==> config.mk <==
export PLATFORM = sky130hd
export DESIGN_NAME = color_spill_suppressor
export DESIGN_NICKNAME = d
export VERILOG_FILES = /design/src/design/css_pkg.sv /design/src/design/css_csr.sv /design/src/design/css_spill.sv /design/src/design/css_correct.sv /design/src/design/color_spill_suppressor.sv
export SDC_FILE = /design/constraint.sdc
export NUM_CORES = 2
export LEC_CHECK = 0
export BUFFER_PORTS_ARGS = -buffer_cell sky130_fd_sc_hd__buf_4
export CORE_ASPECT_RATIO = 0.7
export CORE_UTILIZATION = 55
export DETAILED_ROUTE_END_ITERATION = 8
export PLACE_DENSITY = 0.78
export SKIP_LAST_GASP = 1
export SLEW_MARGIN = 25
export SYNTH_ARGS = -nofsm -noshare
export SYNTH_HDL_FRONTEND = slang
export SYNTH_SLANG_ARGS = --single-unit
==> constraint.sdc <==
create_clock -name clock -period 8.3 [get_ports clock]
set_clock_uncertainty 0.05 [all_clocks]
set_input_delay 1.245 -clock clock [delete_from_list [all_inputs] [get_ports clock]]
set_output_delay 1.245 -clock clock [all_outputs]
set_load 0.03 [all_outputs]
==> src/design/css_pkg.sv <==
// Shared types, register codes and reset values of the colour spill suppressor.
package css_pkg;

   localparam int SAMPLE_W = 16;
   localparam int GAIN_W   = 14;
   localparam int WORD_W   = 4 * SAMPLE_W;
   localparam int INDEX_W  = 3;
   localparam int AMOUNT_W = 34;
   localparam int PROD_W   = GAIN_W + 32;

   localparam logic [GAIN_W-1:0] UNIT_GAIN = 14'd4096;

   typedef enum logic [1:0] {
      CH_PASS  = 2'd0,
      CH_RED   = 2'd1,
      CH_GREEN = 2'd2,
      CH_BLUE  = 2'd3
   } spill_type;

   typedef enum logic [0:0] {
      MODE_SIMPLE  = 1'b0,
      MODE_AVERAGE = 1'b1
   } mode_type;

   typedef enum logic [1:0] {
      LIM_RED   = 2'd0,
      LIM_GREEN = 2'd1,
      LIM_BLUE  = 2'd2,
      LIM_ALPHA = 2'd3
   } limit_type;

   typedef enum logic [INDEX_W-1:0] {
      REG_SPILL_CHANNEL  = 3'd0,
      REG_LIMIT_MODE     = 3'd1,
      REG_LIMIT_CHANNEL  = 3'd2,
      REG_LIMIT_SCALE    = 3'd3,
      REG_UNSPILL_ENABLE = 3'd4,
      REG_WEIGHT_RED     = 3'd5,
      REG_WEIGHT_GREEN   = 3'd6,
      REG_WEIGHT_BLUE    = 3'd7
   } reg_index_type;

   typedef struct packed {
      spill_type          spill_channel;
      mode_type           limit_mode;
      limit_type          limit_channel;
      logic [GAIN_W-1:0]  limit_scale;
      logic               unspill_enable;
      logic [GAIN_W-1:0]  weight_red;
      logic [GAIN_W-1:0]  weight_green;
      logic [GAIN_W-1:0]  weight_blue;
   } cfg_type;

   typedef logic signed [SAMPLE_W-1:0] sample_type;

endpackage

==> src/design/css_csr.sv <==
// Configuration registers of the colour spill suppressor.
module css_csr
   import css_pkg::*;
(
   input  logic                clock,
   input  logic                reset,
   input  logic                csr_we,
   input  logic [INDEX_W-1:0]  csr_index,
   input  logic [GAIN_W-1:0]   csr_wdata,
   output cfg_type             cfg
);

   cfg_type cfg_ff;
   cfg_type cfg_in;

   always_comb begin
      cfg_in = cfg_ff;
      if (csr_we) begin
         case (reg_index_type'(csr_index))
            REG_SPILL_CHANNEL:  cfg_in.spill_channel  = spill_type'(csr_wdata[1:0]);
            REG_LIMIT_MODE:     cfg_in.limit_mode     = mode_type'(csr_wdata[0]);
            REG_LIMIT_CHANNEL:  cfg_in.limit_channel  = limit_type'(csr_wdata[1:0]);
            REG_LIMIT_SCALE:    cfg_in.limit_scale    = csr_wdata;
            REG_UNSPILL_ENABLE: cfg_in.unspill_enable = csr_wdata[0];
            REG_WEIGHT_RED:     cfg_in.weight_red     = csr_wdata;
            REG_WEIGHT_GREEN:   cfg_in.weight_green   = csr_wdata;
            REG_WEIGHT_BLUE:    cfg_in.weight_blue    = csr_wdata;
            default:            cfg_in = cfg_ff;
         endcase
      end
   end

   always_ff @(posedge clock) begin
      if (reset) begin
         cfg_ff.spill_channel  <= CH_GREEN;
         cfg_ff.limit_mode     <= MODE_SIMPLE;
         cfg_ff.limit_channel  <= LIM_RED;
         cfg_ff.limit_scale    <= UNIT_GAIN;
         cfg_ff.unspill_enable <= 1'b0;
         cfg_ff.weight_red     <= '0;
         cfg_ff.weight_green   <= '0;
         cfg_ff.weight_blue    <= '0;
      end else begin
         cfg_ff <= cfg_in;
      end
   end

   assign cfg = cfg_ff;

endmodule

==> src/design/css_spill.sv <==
// Limit selection and spill amount stages of the colour spill suppressor.
module css_spill
   import css_pkg::*;
(
   input  logic                        clock,
   input  logic                        reset,
   input  cfg_type                     cfg,
   input  logic                        in_valid,
   output logic                        in_ready,
   input  logic [WORD_W-1:0]           in_word,
   output logic                        out_valid,
   input  logic                        out_ready,
   output logic [WORD_W-1:0]           out_word,
   output logic signed [AMOUNT_W-1:0]  out_amount
);

   logic                       valid_a_ff, valid_a_in;
   logic [WORD_W-1:0]          word_a_ff, word_a_in;
   sample_type                 spill_a_ff, spill_a_in;
   logic signed [16:0]         term_a_ff, term_a_in;
   logic                       valid_b_ff, valid_b_in;
   logic [WORD_W-1:0]          word_b_ff, word_b_in;
   logic signed [AMOUNT_W-1:0] amount_b_ff, amount_b_in;

   logic               ready_a;
   logic               ready_b;
   sample_type         px [4];
   sample_type         lim;
   logic signed [16:0] pair;
   logic signed [31:0] prod;

   assign ready_b  = !valid_b_ff || out_ready;
   assign ready_a  = !valid_a_ff || ready_b;
   assign in_ready = ready_a;

   always_comb begin
      for (int i = 0; i < 4; i++) begin
         px[i] = sample_type'(in_word[i*SAMPLE_W +: SAMPLE_W]);
      end
      case (cfg.spill_channel)
         CH_RED: begin
            spill_a_in = px[0];
            pair       = {px[1][15], px[1]} + {px[2][15], px[2]};
         end
         CH_GREEN: begin
            spill_a_in = px[1];
            pair       = {px[0][15], px[0]} + {px[2][15], px[2]};
         end
         CH_BLUE: begin
            spill_a_in = px[2];
            pair       = {px[0][15], px[0]} + {px[1][15], px[1]};
         end
         default: begin
            spill_a_in = px[0];
            pair       = '0;
         end
      endcase
      case (cfg.limit_channel)
         LIM_RED:   lim = px[0];
         LIM_GREEN: lim = px[1];
         LIM_BLUE:  lim = px[2];
         default:   lim = px[3];
      endcase
      if (cfg.limit_mode == MODE_AVERAGE) begin
         term_a_in = pair;
      end else begin
         term_a_in = {lim, 1'b0};
      end
      word_a_in  = in_word;
      valid_a_in = ready_a ? in_valid : valid_a_ff;
   end

   always_comb begin
      prod        = 32'(signed'({1'b0, cfg.limit_scale})) * 32'(term_a_ff);
      amount_b_in = {{5{spill_a_ff[15]}}, spill_a_ff, 13'd0} - {{2{prod[31]}}, prod};
      word_b_in   = word_a_ff;
      valid_b_in  = ready_b ? valid_a_ff : valid_b_ff;
   end

   always_ff @(posedge clock) begin
      if (reset) begin
         valid_a_ff <= 1'b0;
         valid_b_ff <= 1'b0;
      end else begin
         valid_a_ff <= valid_a_in;
         valid_b_ff <= valid_b_in;
      end
   end

   always_ff @(posedge clock) begin
      if (ready_a) begin
         word_a_ff  <= word_a_in;
         spill_a_ff <= spill_a_in;
         term_a_ff  <= term_a_in;
      end
      if (ready_b) begin
         word_b_ff   <= word_b_in;
         amount_b_ff <= amount_b_in;
      end
   end

   assign out_valid  = valid_b_ff;
   assign out_word   = word_b_ff;
   assign out_amount = amount_b_ff;

endmodule

==> src/design/css_correct.sv <==
// Weighted correction, rounding and saturation stages of the colour spill suppressor.
module css_correct
   import css_pkg::*;
(
   input  logic                        clock,
   input  logic                        reset,
   input  cfg_type                     cfg,
   input  logic                        in_valid,
   output logic                        in_ready,
   input  logic [WORD_W-1:0]           in_word,
   input  logic signed [AMOUNT_W-1:0]  in_amount,
   output logic                        out_valid,
   input  logic                        out_ready,
   output logic [WORD_W-1:0]           out_word
);

   logic              valid_c_ff, valid_c_in;
   logic [WORD_W-1:0] word_c_ff, word_c_in;
   logic [PROD_W-1:0] prod_c_ff [3];
   logic [PROD_W-1:0] prod_c_in [3];
   logic [2:0]        sub_c_ff, sub_c_in;
   logic              valid_d_ff, valid_d_in;
   logic [WORD_W-1:0] word_d_ff, word_d_in;

   logic              ready_c;
   logic              ready_d;
   logic              positive;
   logic [31:0]       mag;
   logic [GAIN_W-1:0] w [3];
   logic [PROD_W:0]   rounded;
   logic [21:0]       corr;
   logic signed [23:0] res;

   assign ready_d  = !valid_d_ff || out_ready;
   assign ready_c  = !valid_c_ff || ready_d;
   assign in_ready = ready_c;

   always_comb begin
      positive = !in_amount[AMOUNT_W-1] && (in_amount != '0)
                 && (cfg.spill_channel != CH_PASS);
      mag = positive ? in_amount[31:0] : 32'd0;
      case (cfg.spill_channel)
         CH_RED:   sub_c_in = 3'b001;
         CH_GREEN: sub_c_in = 3'b010;
         CH_BLUE:  sub_c_in = 3'b100;
         default:  sub_c_in = 3'b000;
      endcase
      if (cfg.unspill_enable) begin
         w[0] = cfg.weight_red;
         w[1] = cfg.weight_green;
         w[2] = cfg.weight_blue;
      end else begin
         for (int i = 0; i < 3; i++) begin
            w[i] = sub_c_in[i] ? UNIT_GAIN : '0;
         end
      end
      for (int i = 0; i < 3; i++) begin
         prod_c_in[i] = PROD_W'(w[i]) * PROD_W'(mag);
      end
      word_c_in  = in_word;
      valid_c_in = ready_c ? in_valid : valid_c_ff;
   end

   always_comb begin
      word_d_in = word_c_ff;
      rounded   = '0;
      corr      = '0;
      res       = '0;
      for (int i = 0; i < 3; i++) begin
         rounded = {1'b0, prod_c_ff[i]} + (PROD_W+1)'(1 << 24);
         corr    = rounded[46:25];
         res     = 24'(signed'(word_c_ff[i*SAMPLE_W +: SAMPLE_W]));
         if (sub_c_ff[i]) begin
            res = res - $signed({2'b00, corr});
         end else begin
            res = res + $signed({2'b00, corr});
         end
         if (res > 24'sd32767) begin
            word_d_in[i*SAMPLE_W +: SAMPLE_W] = 16'h7fff;
         end else if (res < -24'sd32768) begin
            word_d_in[i*SAMPLE_W +: SAMPLE_W] = 16'h8000;
         end else begin
            word_d_in[i*SAMPLE_W +: SAMPLE_W] = res[15:0];
         end
      end
      valid_d_in = ready_d ? valid_c_ff : valid_d_ff;
   end

   always_ff @(posedge clock) begin
      if (reset) begin
         valid_c_ff <= 1'b0;
         valid_d_ff <= 1'b0;
      end else begin
         valid_c_ff <= valid_c_in;
         valid_d_ff <= valid_d_in;
      end
   end

   always_ff @(posedge clock) begin
      if (ready_c) begin
         word_c_ff <= word_c_in;
         sub_c_ff  <= sub_c_in;
         for (int i = 0; i < 3; i++) begin
            prod_c_ff[i] <= prod_c_in[i];
         end
      end
      if (ready_d) begin
         word_d_ff <= word_d_in;
      end
   end

   assign out_valid = valid_d_ff;
   assign out_word  = word_d_ff;

endmodule

==> src/design/color_spill_suppressor.sv <==
// Top level of the colour spill suppressor: one RGBA pixel word in, one corrected word out.
//
//   channel  direction  handshake         payload
//   req      in         tvalid / tready   tdata: red, green, blue, alpha
//   rsp      out        tvalid / tready   tdata: red, green, blue, alpha
//   csr      in         csr_we            csr_index, csr_wdata
//
// A word passes four register stages: limit select, amount multiply, weight multiply,
// round and saturate. A word reaches the output register through these stages in that order.
// One word is accepted each cycle unless a stalled output has filled the stages.
// Reset returns the registers to their defaults and empties the pipeline.
// A stalled output holds its stage; upstream stages keep filling until they are full.
module color_spill_suppressor
   import css_pkg::*;
(
   input  logic                clock,
   input  logic                reset,
   input  logic                req_tvalid,
   output logic                req_tready,
   input  logic [WORD_W-1:0]   req_tdata,   // red_in, green_in, blue_in, alpha_in
   output logic                rsp_tvalid,
   input  logic                rsp_tready,
   output logic [WORD_W-1:0]   rsp_tdata,   // red_out, green_out, blue_out, alpha_out
   input  logic                csr_we,
   input  logic [INDEX_W-1:0]  csr_index,
   input  logic [GAIN_W-1:0]   csr_wdata
);

   cfg_type                    cfg;
   logic                       mid_valid;
   logic                       mid_ready;
   logic [WORD_W-1:0]          mid_word;
   logic signed [AMOUNT_W-1:0] mid_amount;

   css_csr u_csr (
      .clock     (clock),
      .reset     (reset),
      .csr_we    (csr_we),
      .csr_index (csr_index),
      .csr_wdata (csr_wdata),
      .cfg       (cfg)
   );

   css_spill u_spill (
      .clock      (clock),
      .reset      (reset),
      .cfg        (cfg),
      .in_valid   (req_tvalid),
      .in_ready   (req_tready),
      .in_word    (req_tdata),
      .out_valid  (mid_valid),
      .out_ready  (mid_ready),
      .out_word   (mid_word),
      .out_amount (mid_amount)
   );

   css_correct u_correct (
      .clock     (clock),
      .reset     (reset),
      .cfg       (cfg),
      .in_valid  (mid_valid),
      .in_ready  (mid_ready),
      .in_word   (mid_word),
      .in_amount (mid_amount),
      .out_valid (rsp_tvalid),
      .out_ready (rsp_tready),
      .out_word  (rsp_tdata)
   );

endmodule

======== After elaboration in Yosys (flattened, before gate mapping) ========
Memories as Yosys holds them, arrays and structs flattened.
Index checks and enable logic that the tools add are counted.
word-level totals
  logic and storage cells ................. 101
  memories kept ........................... 1
  register bits ........................... 392
  RAM bits ................................ 138
  output and inout port bits .............. 66
operators by class
  multipliers ............................. 4
  muxes and demuxes ....................... 18
  $lt $le $gt $ge ......................... 6
  reduce and logical (&&, ||, !) cells .... 23
  equal/unequal tests ..................... 12
  add/sub/neg operators ................... 13
memory list
  memory               words  width  read ports  clocked after Yosys merged registers in  wr ports  line               source
  u_correct.prod_c_ff  3      46     3           0                                        3         css_correct.sv:19  logic [PROD_W-1:0] prod_c_ff [3];
operators by type and width
  operator                                                                number
  46-bit by 25-bit adder with 47-bit output, second input constant        3
  14-bit by 32-bit multiplier with 46-bit output                          3
  16-bit by 23-bit adder with 24-bit output                               3
  24-bit by 16-bit > comparator with 1-bit output, second input constant  3
  24-bit by 16-bit < comparator with 1-bit output, second input constant  3
  24-bit 2-to-1 mux                                                       3
  16-bit by 23-bit subtractor with 24-bit output                          3
  16-bit by 16-bit adder with 17-bit output                               3
  17-bit case mux with 3 select lines                                     1
  16-bit 2-to-1 mux                                                       3
  16-bit case mux with 3 select lines                                     1
  42-bit 2-to-1 mux                                                       1
  13-bit 2-to-1 mux                                                       3
  34-bit nonzero test                                                     1
  29-bit by 32-bit subtractor with 33-bit output                          1
  15-bit by 17-bit multiplier with 32-bit output                          1
  32-bit 2-to-1 mux                                                       1
  16-bit case mux with 2 select lines                                     1
  17-bit 2-to-1 mux                                                       1
  2-bit AND reduction                                                     8
  3-bit equality test, second input constant                              4
  3-bit case mux with 3 select lines                                      1
  2-bit equality test, second input constant                              3
  3-bit by 2-bit equality test with 1-bit output, second input constant   2
  9 further kinds                                                         19

======== Depth between registers and ports, before layout ========
An unclocked memory read counts as a cell.
  word-level depth ........................ 6
  mapped depth ............................ 32

======== Modules after synthesis ========
A second synthesis with hierarchy kept.
second synthesis, totals
  cell total of the unflattened synthesis .. 8074
  area, all modules ....................... 74590.3 um2
modules (own cells, without submodules)
  module       area each (um2)  cells an instance  times used
  css_correct  53048.4          6109               1
  css_spill    18949.4          1735               1
  css_csr      2592.5           230                1

======== Least setup slack after synthesis ========
No wires, ideal clock.
  path type ............................... register to register
  start point ............................. register u_spill.amount_b_ff[1] (netlist: u_spill.out_amount[1])
  end point ............................... memory u_correct.prod_c_ff[0][91] (netlist name), data pin
  setup time .............................. 0.258 ns
  data required time ...................... 7.992 ns
  cell stages (with the launch flop) ...... 29
  period minus slack after synthesis ...... 7.586 ns
  data arrival time ....................... 7.279 ns
  buffers on the path ..................... 3
  path slack .............................. 0.714 ns
  cells stage by stage .................... edfxtp_1 -> nor4_1 -> nand4_1 -> nor2_1 -> nor2_1 -> clkbuf_1 -> clkbuf_1 -> nand2_1 -> clkbuf_1 -> nor2_1 -> fa_1 -> inv_1 -> fa_1 -> inv_1 -> fa_1 -> fa_1 -> fa_1 -> fa_1 -> ha_1 -> a211o_1 -> a2111o_1 -> a211oi_1 -> nor3b_1 -> o21ai_0 -> o31ai_1 -> a22o_1 -> a41oi_1 -> o31a_1 -> xnor2_1
RTL lines
  element                 line               source
  from (decl)             css_spill.sv:23    logic signed [AMOUNT_W-1:0] amount_b_ff, amount_b_in;
  from (signal assigned)  css_spill.sv:98    amount_b_ff <= amount_b_in;
  to (decl)               css_correct.sv:19

==> impl_metrics.json <==
{
  "wirelength_mm": 220.8,
  "criticalPathCategory": "register to register",
  "fp.coreArea_um2": 131400,
  "area_growth_pct": 8.054,
  "cts_buffer_depth": 3,
  "status": "finished with violations",
  "syn_inst": 7886,
  "fin_nets": 9918,
  "worstMarginPinSlew_ns": 1.038,
  "hold_class": "register to register",
  "drv_cap": 0,
  "finalPower_mw": 12.64,
  "start_util_pct": 55.67,
  "p_leak_nw": 36.92,
  "first_global_vias": 58270,
  "fmaxAchievable_mhz": 123.4,
  "vias": 56737,
  "drt-initial-drc-count": 6419,
  "p_per_area_nw_per_um2": 159.9,
  "grt_pass1_wl_mm": 341.0,
  "drtAntennaViolNets": 0,
  "violations": "design-rule violations",
  "maxSlewHeadroom_pct": 30.79,
  "dp_hpwl_mm": 183.3,
  "die_x_um": 437.9,
  "syn_area_per_cell_um2": 9.275,
  "required_ns": 8.65,
  "dr.pass1.iters": 8,
  "clock-sinks": 457,
  "use_met3_pct": 12.33,
  "final_max_slew_viol_count": 0,
  "synth_warnings": 0,
  "die-area_um2": 134500,
  "ys.flop_type": "edfxtp_1",
  "seq_area_um2": 13070,
  "ys_seq_area_share_pct": 17.86,
  "viasPerCell": 5.808,
  "ys_ff_latch": 457,
  "wl_per_cell_um": 22.60,
  "drive_gt1_share_pct": 8.136,
  "syn_area_um2": 73140,
  "overflow": 0,
  "crit_path_frequent_cell": "fa_1",
  "place_congestion": 1.048,
  "synth_edf_count": 391,
  "rows": 111,
  "postSynth.asyncResetShare_pct": 0,
  "cts_tree": "done",
  "drc": 2,
  "final_cell_mix": "1379 x inv_1, 1333 x fa_1, 1144 x nand2_1",
  "grt_max_degree": 68,
  "fillCellCount": 11143,
  "crit_slowest_cell": "fa_1",
  "critPathMaxStageDelay_ns": 0.59,
  "clkSlewWorstSetupHoldPaths_ns": 0.07,
  "layout.cells.non_filler": 9768,
  "die_y_um": 307.1,
  "final_common_cell": "inv_1",
  "clk-insertion-delay-late_ns": 0.66,
  "peakVddDrop_mv": 0.1906,
  "timing.final.crit_share_pct": 97.63,
  "htree_levels": 2,
  "cts_buffers": 46,
  "io_buffers": 151,
  "multiInputGateArea_um2": 53490,
  "gr-usage-met1_pct": 47.87,
  "root_buffer": "clkbuf_16",
  "met2_usage_pct": 47.62,
  "cp.arrival_ns": 8.46,
  "grt_antenna_before_repair": 10,
  "setup_viol": 0,
  "finalHoldViolations": 0,
  "cp_max_fo": 34,
  "start_kind": "register",
  "synth_cell_types": 92,
  "grt_usage_pct": 33.42,
  "io_pins": 152,
  "dpl.cell_count": 9678,
  "grt.busiest_layer": "met1",
  "synthesis.nets": 9826,
  "fin_crit_ns": 8.103,
  "cts_hold_buffers": 0,
  "endpoint_kind": "register"
}
==> path summary, 6_finish.rpt <==
path,from,endpoint,slack [ns],cells after the start
max,u_spill.out_amount[1],u_correct.prod_c_ff[0][44],0.20,29
min,u_spill.word_a_ff[0],u_spill.out_word[0],0.36,0
max reg2reg,u_spill.out_amount[1],u_correct.prod_c_ff[0][44],0.20,29
min reg2reg,u_spill.word_a_ff[0],u_spill.out_word[0],0.36,0
==> through the flow <==
step | setup slack [ns] | instance area, µm² | utilization, % | hold slack [ns] | TNS, ns
2_1_floorplan | 0.7139 | 73140 | - | 0.3503 | 0
3_3_place_gp | 0.1449 | 77280 | 58.82 | 0.3507 | 0
3_5_place_dp | -0.001057 | 77280 | 58.82 | 0.3545 | -0.001057
4_1_cts | -0.004155 | 78860 | 60.02 | 0.3650 | -0.007862
5_1_grt | -0.04154 | 79030 | 60.15 | 0.3670 | -0.1546
6_report | 0.1970 | 79030 | 60.16 | 0.3630 | 0
==> kinds of logic after synthesis <==
family | Yosys count | synth area share (%)
adder cells (fa/ha/maj) | 1854 | 45.40
flip-flops | 457 | 17.86
XOR/XNOR | 296 | 3.585
AND/OR/NAND/NOR | 2646 | 15.76
AO/OA/AOI/OAI | 788 | 6.933
buffers and inverters | 1779 | 9.246
multiplexers | 66 | 1.220
==> Yosys cell counts (all sizes together) (10+ instances only) <==
master | count | area (µm²)
inv | 1381 | 5184
fa | 1333 | 26690
nand2 | 1154 | 4332
nor2 | 862 | 3236
ha | 521 | 6519
edfxtp | 391 | 11740
clkbuf | 350 | 1318
a21oi | 276 | 1381
and2 | 242 | 1515
xnor2 | 206 | 1834
o21ai | 145 | 725.7
a21o | 102 | 765.7
xor2 | 90 | 788.3
nand3 | 75 | 402.9
nor3 | 68 | 377.9
dfxtp | 66 | 1321
nand4 | 52 | 355.3
buf | 48 | 261.5
o21a | 38 | 285.3
nand2b | 33 | 206.5
nor2b | 32 | 200.2
a211oi | 29 | 227.7
and3 | 29 | 181.4
nor4 | 29 | 200.2
mux2i | 28 | 280.3
o21bai | 24 | 180.2
mux2 | 22 | 251.5
a31oi | 21 | 131.4
or3 | 20 | 125.1
mux4 | 16 | 360.4
or2 | 16 | 100.1
a221oi | 14 | 122.6
o211ai | 13 | 97.59
a41oi | 11 | 111.4
a2111oi | 10 | 93.84
==> where the power goes <==
group	internal (mW)	leakage, nW	switching (mW)	total (mW)
clock	1.19	0.743	1.02	2.21
combinational	2.39	31.4	4.76	7.16
sequential	2.96	4.76	0.311	3.27
==> metal layers <==
metal  vias up  wire length (µm)  part of all wire, %
li1      24742                 -                    -
met1     28200             89860                   41
met2      3356             91190                   41
met3       430             32670                   15
met4         9              6858                  3.1
met5         -               185                0.084
==> repair_timing <==
action / 4_1_cts / 5_1_grt
buffers inserted: 0 / 3
pin swaps: 0 / 7
endpoints found under the setup margin: 5 / 27
hold endpoints to repair: 0 / 0
gates resized for setup: 4 / 41
==> critical path: cells and delay by family (launching register included) <==
family	cells	cell delay (ns)
DFF	1	0.46
adders and majority gates	7	3.38
and+or+nand+nor	7	1.24
xor gates and xnor gates	1	0.16
buffers and inverters	6	0.91
AOI/OAI and AO/OA	8	1.61
==> state kept, by name, indices dropped and copies added, names as in the netlist <==
signal,count
u_correct.out_valid,1
u_correct.prod_c_ff,66
u_spill.term_a_ff,17
u_spill.valid_a_ff,1
u_spill.out_word,64
u_correct.valid_c_ff,1
u_csr.cfg,62
u_spill.out_valid,1
u_spill.spill_a_ff,16
u_spill.out_amount,33
u_spill.word_a_ff,64
u_correct.word_c_ff,64
u_correct.sub_c_ff,3
u_correct.out_word,64
==> final cells by class <==
cell class | instances | area share, %
timing repair buffer | 442 | 4.475
clock inverter | 32 | 0.4654
sequential | 457 | 16.53
multi-input combinational | 5650 | 67.67
clock buffer | 52 | 1.510
tap | 1751 | 2.772
antenna | 3 | 0.009499
inverter | 1381 | 6.562
Power figures use the tool's default switching activity.
